**config.mk**
```make
export PLATFORM = sky130hd
export DESIGN_NAME = interleave_check_flat
export DESIGN_NICKNAME = d
export VERILOG_FILES = /design/src/design/ic_pkg.sv /design/src/design/ic_in_if.sv /design/src/design/ic_out_if.sv /design/src/design/interleave_check.sv /design/src/design/ic_cell.sv /design/src/flat_wrapper.sv
export SDC_FILE = /design/constraint.sdc
export NUM_CORES = 2
export LEC_CHECK = 0
export BUFFER_PORTS_ARGS = -buffer_cell sky130_fd_sc_hd__buf_4
export CORE_UTILIZATION = 55
export DETAILED_ROUTE_END_ITERATION = 10
export PLACE_DENSITY = 0.7
export SLEW_MARGIN = 20
export SYNTH_ARGS = -nofsm -noshare
export SYNTH_HDL_FRONTEND = slang
export SYNTH_SLANG_ARGS = --single-unit
export TNS_END_PERCENT = 10
```
**constraint.sdc**
```tcl
create_clock -name clk -period 7.4 [get_ports clk]
set_input_delay 0.74 -clock clk [delete_from_list [all_inputs] [get_ports clk]]
set_output_delay 0.74 -clock clk [all_outputs]
set_load 0.02 [all_outputs]
```
**src/design/ic_pkg.sv**
```systemverilog
// Package for the interleave checker: commands, sequencer states and the cell link type.
package ic_pkg;

  localparam logic [1:0] CMD_LOAD_FIRST  = 2'd0;
  localparam logic [1:0] CMD_LOAD_SECOND = 2'd1;
  localparam logic [1:0] CMD_LOAD_TARGET = 2'd2;
  localparam logic [1:0] CMD_EVALUATE    = 2'd3;

  localparam logic ST_IDLE = 1'b0;
  localparam logic ST_RUN  = 1'b1;

  // What one cell hands to the next: row valid, the first-string byte of that row
  // and the cell's freshly computed table bit.
  typedef struct packed {
    logic       vld;
    logic [7:0] a;
    logic       dp;
  } link_t;

endpackage

```
**src/design/ic_in_if.sv**
```systemverilog
// Input channel interface: command and character with valid/ready.
interface ic_in_if;
  logic       valid;
  logic       ready;
  logic [1:0] cmd;
  logic [7:0] char_value;

  modport source (output valid, output cmd, output char_value, input ready);
  modport sink (input valid, input cmd, input char_value, output ready);
endinterface

```
**src/design/ic_out_if.sv**
```systemverilog
// Output channel interface: the three result flags with valid/ready.
interface ic_out_if;
  logic valid;
  logic ready;
  logic interleaved;
  logic length_match;
  logic overflow;

  modport source (output valid, output interleaved, output length_match, output overflow,
                  input ready);
  modport sink (input valid, input interleaved, input length_match, input overflow,
                output ready);
endinterface

```
**src/design/interleave_check.sv**
```systemverilog
// Interleave checker top level: string stores, sequencer and the chain of table cells.
//
// Usage: items arrive on the inp channel. A command of load first, load second or
// load target appends char_value to that string; each load is one transaction and gives
// no result. An evaluate transaction produces exactly one result
// transaction on the out channel carrying interleaved, length_match and overflow.
// Loads beyond capacity (MAX_LEN for the first two strings, 2*MAX_LEN for the target)
// are dropped and flag overflow. After an evaluate all counts and the flag are cleared.
// An evaluate with overflow or a length mismatch answers on the next cycle.
// Otherwise the cells run as a wavefront, cell j handling row i at step i+j, and the
// answer is registered when the walk ends. The length of that walk is set by the first
// and second string lengths, one anti-diagonal of the table per cycle, with one target
// byte broadcast to all cells.
// Throughput: one item at a time; inp.ready is low during an evaluation and while a
// result waits on the output register, so a stalled receiver holds off new input.
// Reset (rst, synchronous) clears the counts, the overflow flag, the sequencer and the
// output valid; the string stores keep whatever they held and need no clearing pass.
module interleave_check
  import ic_pkg::*;
#(
  parameter int MAX_LEN = 64
) (
  input  logic      clk,
  input  logic      rst,
  ic_in_if.sink     inp,
  ic_out_if.source  out
);

  localparam int FAW = (MAX_LEN > 1) ? $clog2(MAX_LEN) : 1;
  localparam int TAW = $clog2(2 * MAX_LEN);
  localparam int FCW = $clog2(MAX_LEN + 1);
  localparam int TCW = $clog2(2 * MAX_LEN + 2);

  // String stores; the second string lives inside the cells.
  logic [7:0] first_mem  [MAX_LEN];
  logic [7:0] target_mem [2 * MAX_LEN];

  logic [FCW-1:0] first_count, second_count;
  logic [TCW-1:0] target_count;
  logic           overflow_flag;

  logic           state;
  logic [TCW-1:0] tau;
  logic [FCW-1:0] n1, n2;
  logic [TCW-1:0] stop;

  logic [7:0] first_q, t_q;

  logic dp0, vld0;
  logic [7:0] a0;
  link_t links [MAX_LEN + 1];
  logic [MAX_LEN:0] dp_vec;

  logic out_vld, res_il, res_lm, res_ov;

  logic acc, is_load1, is_load2, is_load3, is_eval, match, clr;

  assign inp.ready = (state == ST_IDLE) && !out_vld;
  assign acc       = inp.valid && inp.ready;
  assign is_load1  = acc && (inp.cmd == CMD_LOAD_FIRST);
  assign is_load2  = acc && (inp.cmd == CMD_LOAD_SECOND);
  assign is_load3  = acc && (inp.cmd == CMD_LOAD_TARGET);
  assign is_eval   = acc && (inp.cmd == CMD_EVALUATE);
  assign match     = target_count == (TCW'(first_count) + TCW'(second_count));
  // Starting a table walk clears every cell's row bit.
  assign clr       = is_eval && match && !overflow_flag;
  assign stop      = TCW'(n1) + TCW'(n2) + TCW'(1);

  // Memory writes and registered reads; the read address follows the step counter so
  // that step tau sees target byte tau-1 and first-string byte tau-1.
  always_ff @(posedge clk) begin
    if (is_load1 && (first_count < FCW'(MAX_LEN))) begin
      first_mem[first_count[FAW-1:0]] <= inp.char_value;
    end
    if (is_load3 && (target_count < TCW'(2 * MAX_LEN))) begin
      target_mem[target_count[TAW-1:0]] <= inp.char_value;
    end
    first_q <= first_mem[tau[FAW-1:0]];
    t_q     <= target_mem[tau[TAW-1:0]];
  end

  // Counts, overflow and the sequencer.
  always_ff @(posedge clk) begin
    if (rst) begin
      first_count   <= '0;
      second_count  <= '0;
      target_count  <= '0;
      overflow_flag <= 1'b0;
      state         <= ST_IDLE;
      tau           <= '0;
      out_vld       <= 1'b0;
    end else begin
      if (out_vld && out.ready) begin
        out_vld <= 1'b0;
      end
      unique case (state)
        ST_IDLE: begin
          tau <= '0;
          if (is_load1) begin
            if (first_count < FCW'(MAX_LEN)) first_count <= first_count + FCW'(1);
            else overflow_flag <= 1'b1;
          end
          if (is_load2) begin
            if (second_count < FCW'(MAX_LEN)) second_count <= second_count + FCW'(1);
            else overflow_flag <= 1'b1;
          end
          if (is_load3) begin
            if (target_count < TCW'(2 * MAX_LEN)) target_count <= target_count + TCW'(1);
            else overflow_flag <= 1'b1;
          end
          if (is_eval) begin
            n1            <= first_count;
            n2            <= second_count;
            first_count   <= '0;
            second_count  <= '0;
            target_count  <= '0;
            overflow_flag <= 1'b0;
            if (clr) begin
              state <= ST_RUN;
            end else begin
              out_vld <= 1'b1;
              res_il  <= 1'b0;
              res_lm  <= match;
              res_ov  <= overflow_flag;
            end
          end
        end
        ST_RUN: begin
          tau <= tau + TCW'(1);
          if (tau == stop) begin
            state   <= ST_IDLE;
            out_vld <= 1'b1;
            res_il  <= dp_vec[n2];
            res_lm  <= 1'b1;
            res_ov  <= 1'b0;
          end
        end
        default: state <= ST_IDLE;
      endcase
    end
  end

  // Cell zero: the table's first column, fed the first string one row per step.
  always_ff @(posedge clk) begin
    a0 <= first_q;
    if (rst || clr) begin
      vld0 <= 1'b0;
      dp0  <= 1'b0;
    end else begin
      vld0 <= (state == ST_RUN) && (tau <= TCW'(n1));
      if ((state == ST_RUN) && (tau <= TCW'(n1))) begin
        if (tau == '0) dp0 <= 1'b1;
        else           dp0 <= dp0 && (first_q == t_q);
      end
    end
  end

  assign links[0]  = '{vld: vld0, a: a0, dp: dp0};
  assign dp_vec[0] = dp0;

  for (genvar j = 1; j <= MAX_LEN; j++) begin : g_cell
    ic_cell u_cell (
      .clk        (clk),
      .rst        (rst),
      .clr        (clr),
      .ld         (is_load2 && (second_count == FCW'(j - 1))),
      .char_value (inp.char_value),
      .t_char     (t_q),
      .left       (links[j-1]),
      .right      (links[j])
    );
    assign dp_vec[j] = links[j].dp;
  end

  assign out.valid        = out_vld;
  assign out.interleaved  = res_il;
  assign out.length_match = res_lm;
  assign out.overflow     = res_ov;

endmodule

```
**src/design/ic_cell.sv**
```systemverilog
// One table cell: holds a second-string byte and one bit of the rolling row.
module ic_cell
  import ic_pkg::*;
(
  input  logic       clk,
  input  logic       rst,
  input  logic       clr,
  input  logic       ld,
  input  logic [7:0] char_value,
  input  logic [7:0] t_char,
  input  link_t      left,
  output link_t      right
);

  logic [7:0] s;
  logic       dp;
  logic       vld;
  logic [7:0] a;

  always_ff @(posedge clk) begin
    if (ld) begin
      s <= char_value;
    end
    a <= left.a;
    if (rst || clr) begin
      vld <= 1'b0;
      dp  <= 1'b0;
    end else begin
      vld <= left.vld;
      if (left.vld) begin
        dp <= (dp && (left.a == t_char)) || (left.dp && (s == t_char));
      end
    end
  end

  assign right = '{vld: vld, a: a, dp: dp};

endmodule

```
**src/flat_wrapper.sv**
```systemverilog
// flat-port wrapper written by rule: the top's interface ports become plain ports
module interleave_check_flat import ic_pkg::*;
#(
  parameter int MAX_LEN = 64
)
  (clk, rst, inp_valid, inp_cmd, inp_char_value, inp_ready, out_valid, out_interleaved, out_length_match, out_overflow, out_ready);
  ic_in_if inp_i ();
  ic_out_if out_i ();
  input  logic clk;
  input  logic rst;
  input wire logic [$bits(inp_i.valid)-1:0] inp_valid;
  input wire logic [$bits(inp_i.cmd)-1:0] inp_cmd;
  input wire logic [$bits(inp_i.char_value)-1:0] inp_char_value;
  output wire logic [$bits(inp_i.ready)-1:0] inp_ready;
  output wire logic [$bits(out_i.valid)-1:0] out_valid;
  output wire logic [$bits(out_i.interleaved)-1:0] out_interleaved;
  output wire logic [$bits(out_i.length_match)-1:0] out_length_match;
  output wire logic [$bits(out_i.overflow)-1:0] out_overflow;
  input wire logic [$bits(out_i.ready)-1:0] out_ready;
  assign inp_i.valid = inp_valid;
  assign inp_i.cmd = inp_cmd;
  assign inp_i.char_value = inp_char_value;
  assign inp_ready = inp_i.ready;
  assign out_valid = out_i.valid;
  assign out_interleaved = out_i.interleaved;
  assign out_length_match = out_i.length_match;
  assign out_overflow = out_i.overflow;
  assign out_i.ready = out_ready;
  interleave_check #(.MAX_LEN(MAX_LEN)) u_core (.clk(clk), .rst(rst), .inp(inp_i), .out(out_i));
endmodule
```
==> Yosys cells after proc, flatten, opt, wreduce, memory -nomap -nowiden <==
Memory sizes are Yosys's and may differ from the RTL's. A register that Yosys moved wholly into a read port is not among the register bits.
Cells that the tools add are included.
W data, S select, Z words.
{ "classes": {"addsub": 7, "multipliers": 0, "div": 0, "magnitude_cmp": 5, "n_eq_ne": 200, "shifts": 0, "muxes": 45, "n_bitwise": 2, "reduce_logical": 286} }
{ "ops": {"columns": ["op", "count"], "rows": [
  ["$eq A8 B8 Y1", 131],
  ["$eq A7 B6 Y1 const B", 32],
  ["$logic_and A1 B1 Y1", 205],
  ["$eq A7 B5 Y1 const B", 16],
  ["$logic_or A1 B1 Y1", 65],
  ["$eq A7 B4 Y1 const B", 8],
  ["$mux W7", 6],
  ["$mux W1", 29],
  ["$eq A7 B3 Y1 const B", 4],
  ["$add A8 B1 Y8 const B", 3],
  ["$mux W8", 3],
  ["$add A7 B7 Y8", 2],
  ["$pmux W8 S2", 1],
  ["$add A7 B1 Y7 const B", 2],
  ["$eq A7 B2 Y1 const B", 2],
  ["$lt A7 B7 Y1 const B", 2],
  ["$reduce_and A3 Y1", 4],
  ["$reduce_bool A2 Y1", 6],
  ["$pmux W1 S2", 5],
  ["$le A8 B7 Y1", 1],
  ["$logic_not A8 Y1", 1],
  ["$lt A7 B8 Y1 const B", 1],
  ["$lt A8 B8 Y1 const B", 1],
  ["$bmux W1 S7", 1],
  ["other kinds (10)", 14]
]} }
{ "totals": {"regBits": 1203, "latch_bits": 0, "mem_bits_rw": 1536, "romBits": 0, "inputBits": 14, "out_inout_bits": 5, "wordCells": 816, "mem_count": 2} }
{ "memory_table": {"columns": ["name", "words", "width", "read_ports", "rd_ports_with_merged_regs", "write_ports", "line_no", "text"], "rows": [
  ["u_core.target_mem", 128, 8, 1, 1, 1, "interleave_check.sv:36", "logic [7:0] target_mem [2 * MAX_LEN];"],
  ["u_core.first_mem", 64, 8, 1, 1, 1, "interleave_check.sv:35", "logic [7:0] first_mem [MAX_LEN];"]
]} }

==> Depth between registers and ports, before layout <==
{ "depth": {"depth_word": 10, "mapped_depth": 14, "mapped_depth_nobuf": 10} }

==> Hierarchy <==
A second synthesis with hierarchy kept.
{ "hier_totals": {"hier_cells": 6076, "hier_area_um2": 106201.9} }
{ "modules_own_cells": {"columns": ["mod", "n_inst", "cells_per_inst", "area_each_um2", "seq_area_each_um2"], "rows": [
  ["interleave_check", 1, 3132, 63681.1, 47815.9],
  ["ic_cell", 64, 46, 664.4, 440.4]
]} }

==> Worst setup path before layout <==
Ideal clock, no wire load.
{ "synth_timing": {"path_kind": "input -> register", "from": "in inp_cmd[0]", "to": "mem u_core.target_mem[62][0], enable pin", "setup_ns": 0.370, "arrival_ns": 2.635, "required_time_ns": 7.030, "setup_slack_ns": 4.395, "stages": 6, "path_buffers": 1, "cell_sequence": "or4b_1 nor3b_2 and2b_1 nand3_1 buf_2 nor2_1"} }
{ "synth_between": {"elab_chain_cells": 5} }
{ "synth_lines": {"columns": ["element", "line_no", "text"], "rows": [
  ["start: declaration", "flat_wrapper.sv:12", "input wire logic [$bits(inp_i.cmd)-1:0] inp_cmd;"],
  ["$eq A2 B2 Y1", "interleave_check.sv:62", "assign is_load3 = acc && (inp.cmd == CMD_LOAD_TARGET);"],
  ["$logic_and A1 B1 Y1", "interleave_check.sv:62", null],
  ["$logic_and A1 B1 Y1", "interleave_check.sv:75", "if (is_load3 && (target_count < TCW'(2 * MAX_LEN))) begin"],
  ["$mux W1", "interleave_check.sv:75", null],
  ["$mux W1 (implied by the code)", "interleave_check.sv:76", "target_mem[target_count[TAW-1:0]] <= inp.char_value;"],
  ["end: declaration", "interleave_check.sv:36", null]
]} }
No other way between the ends.

==> Worst setup path in the final report <==
{ "layout_timing": {"from": "reg u_core.state", "to": "mem u_core.target_mem[46][1], enable pin"} }
{ "layout_between": {"elab_chain_cells": 7} }
{ "layout_lines": {"columns": ["element", "line_no", "text"], "rows": [
  ["start: declaration", "interleave_check.sv:42", "logic state;"],
  ["start signal: assignment", "interleave_check.sv:89", "state <= ST_IDLE;"],
  ["start signal: assignment", "interleave_check.sv:119", "state <= ST_RUN;"],
  ["start signal: assignment", "interleave_check.sv:131", "state <= ST_IDLE;"],
  ["$not A1 Y1", "interleave_check.sv:58", "assign inp.ready = (state == ST_IDLE) && !out_vld;"],
  ["$logic_and A1 B1 Y1", "interleave_check.sv:58", null],
  ["$logic_and A1 B1 Y1", "interleave_check.sv:59", "assign acc = inp.valid && inp.ready;"],
  ["$logic_and A1 B1 Y1", "interleave_check.sv:62", null],
  ["$logic_and A1 B1 Y1", "interleave_check.sv:75", null],
  ["$mux W1", "interleave_check.sv:75", null],
  ["$mux W1 (implied by the code)", "interleave_check.sv:76", null]
]} }
No other way between the ends.

==> metrics.txt <==
worst vdd ir 0.239 mV; Worst-Margin Slew 1130 ps; Syn. warnings 0; Crit path arrival time 4460 ps; number of remaining DRC errors 0; IO Count 19; num rows 159; most frequent cell after synthesis edfxtp_1; Critical R2R Capture u_core.target_mem[46][1]; global-route wire length before repair 352,000 um; Main synth FF type edfxtp_1; Worst R2R Start u_core.state; fin crit period 3940 ps; Chip Height 438 um; Max-Cap Viols 0; FMAX 254 MHz; Synth area leader edfxtp_1; worst hold path type in -> reg; mean number of vias per cell 6.04; Syn Nets 5,961; Post-CTS Resized 0; critical path launch point type register; clock root buffer clkbuf_16; pwr dens 270 nW/um2; number of global-route vias before repair 52,823; # nets final 6,036; Die Area 192,000 um2; Vias 52,487; largest net degree at the start of global routing 179; synthesized area 105,000 um2; final period utilization 53.2%; flop2flop setup slack 3460 ps; skew final 50.4 ps; final instance area 116,000 um2; highest metal used met4; TritonCTS clock tree built; logic depth of the worst register-to-register path 6; Final Max Tran Viols 0; fraction of layout instances using a drive strength above 1 15.8%; clk_lat worst skew 930 ps; CP required 7920 ps; Top delay family on crit path simple AND/OR/NAND/NOR gates; setup TNS 0 ps; met3 WL 17,300 um; CP Launch Point u_core.state; RSZ-0062 raised after global routing false; share of the synthesized area in the top cell type 59.2%; slowest stage cell on the critical path or4b_1; Area growth syn-to-layout 11.0%; Hold-fix buffers, CTS 1; H-tree Lvls 5; wire per inst 27.3 um; Leak Pwr 0.0365 uW; Gate Count Post-Synth 5,916; WL met2 113,000 um; Core Area 188,000 um2; Final Hold Fails 0; global route overflow 0; Final ANT Viol Nets 0; IO Port Bufs 18; final setup fails 0; area post-placement 107,000 um2; CP bufs+invs 1; clock buffer depth 4; All-Layer GR Usage 24.8%; Cells on Worst Hold Path 2; Post-CTS Setup Repair Bufs 0; number of antenna violations at the first check in global routing 1; CP Max Fanout 10; DR iter-0 viols 5,130; top cells by area, synth edfxtp_1 59%, dfxtp_1 13%, mux4_2 10%, xnor2_1 5.0%, xor2_1 3.9%; Place WS 2900 ps; overall power 31,400 uW; WL final 237,000 um; Critical Path, Cell by Cell or4b_1, nor3b_2, and2b_1, nand3_1, buf_4, nor2_1; HP Start rst; crit end category register; hold_ws 161 ps; relative slew slack 24.7%; DRT met1 WL 99,800 um; DP HPWL 136,000 um; Initial Utilization 55.6%; worst setup margin 3460 ps; first-pass detailed-route iteration total 6; # clock sinks 2,755; synth unique cells 62; ys async rst share 0%; Synth Area per Inst 17.7 um2; synth cell count leaders 2,065 x edfxtp_1, 690 x dfxtp_1, 602 x xnor2_1, 477 x mux4_2, 469 x xor2_1; Num CTS Buffers 287; #FFs+latches synth 2,755; Critical Path Max Stage Delay 690 ps; clock slew seen by the registers of the worst setup and hold paths 60 ps; Setup CP Type reg -> reg; gpl congestion 0.828; status completed; Post-synth EDFFs 2,065; sequential area share after synthesis 72.4%; Endpoint, Worst Hold u_core.second_count[1]; die width 438 um
==> per-layer routing <==
layer | vias to the layer above | global-route usage [%]
met4 | 0 | 7.52
li1 | 22721 | -
met3 | 418 | 4.17
met5 | - | 0
met1 | 27177 | 35.4
met2 | 2171 | 39.5
==> layout by cell type, fill, tap and decap left out, drive strengths merged, types with 4 or more instances in the layout <==
| cell type | count |
|---|---|
| clkinv | 86 |
| bufinv | 13 |
| xnor2 | 602 |
| a22oi | 15 |
| nand2 | 43 |
| nand4 | 204 |
| nand2b | 4 |
| o22ai | 5 |
| xor2 | 469 |
| a31oi | 10 |
| and3 | 5 |
| a21o | 4 |
| mux4 | 477 |
| inv | 26 |
| nand3b | 5 |
| nor3 | 14 |
| o31ai | 4 |
| mux2 | 10 |
| or4 | 4 |
| or3 | 10 |
| nor2 | 375 |
| mux2i | 43 |
| and2 | 71 |
| a211oi | 10 |
| nor4 | 130 |
| clkbuf | 382 |
| o21ai | 79 |
| clkinvlp | 8 |
| nand3 | 54 |
| edfxtp | 2065 |
| a21oi | 91 |
| dfxtp | 690 |
| nor2b | 25 |
| ha | 29 |
| buf | 84 |
==> per-stage QoR <==
step | instances | util (%)
finish | 8694 | 61.7
global route | 8694 | 61.7
CTS | 8691 | 61.7
detailed placement | 8195 | 57.0
global placement | 8195 | 57.0
floorplan | 5916 | -
==> flip-flops by register name (all words and copies together), names as in the netlist, 63 cells and up <==
register,cells
u_core.first_mem,512
u_core.g_cell.u_cell.dp,64
u_core.target_mem,1024
u_core.g_cell.u_cell.s,512
u_core.g_cell.u_cell.vld,63
u_core.g_cell.u_cell.a,504
==> power by group <==
| part | internal (uW) | switching (uW) |
|---|---|---|
| clock | 7960 | 5650 |
| sequential | 16700 | 119 |
| combinational | 354 | 620 |
==> logic make-up (layout without fill, tap and decap cells) <==
| kind of cell | count (synthesis) | after routing | share of synthesized area [%] |
|---|---|---|---|
| and+or+nand+nor | 953 | 953 | 4.65 |
| muxes | 530 | 530 | 10.8 |
| DFF | 2755 | 2755 | 72.4 |
| other | 0 | 2 | 0 |
| xor gates and xnor gates | 1071 | 1071 | 8.95 |
| AOI/OAI and AO/OA | 257 | 257 | 1.47 |
| adders and majority gates | 31 | 31 | 0.385 |
| buffers and inverters | 319 | 600 | 1.40 |
==> cell type report <==
class                   instances  area [um2]
flip-flops and latches       2755       75900
fillers                     13147       72100
multi-input cells            2842       27500
clock buffers                 382        7920
well taps                    2495        3120
repair buffers                 85         896
clock inverters               113         888
inverters                      20        75.1
diodes                          2        5.00
==> worst reg2reg max path: stages, from the launching register on <==
cell	delay, ps
dfxtp_1	300
or4b_1	690
nor3b_2	600
and2b_1	300
nand3_1	630
buf_4	470
nor2_1	570
==> worst max-delay path by stage <==
stage | slack (ps) | end | depth (start not counted)
floorplan | 4390 | u_core.target_mem[62][0] | 6
global placement | 2930 | u_core.target_mem[46][1] | 7
detailed placement | 2900 | u_core.target_mem[46][1] | 7
CTS | 3420 | u_core.target_mem[46][1] | 6
global route | 3310 | u_core.out.interleaved | 10
finish | 3460 | u_core.target_mem[46][1] | 6
No activity file was read; power rests on OpenSTA's default activity.
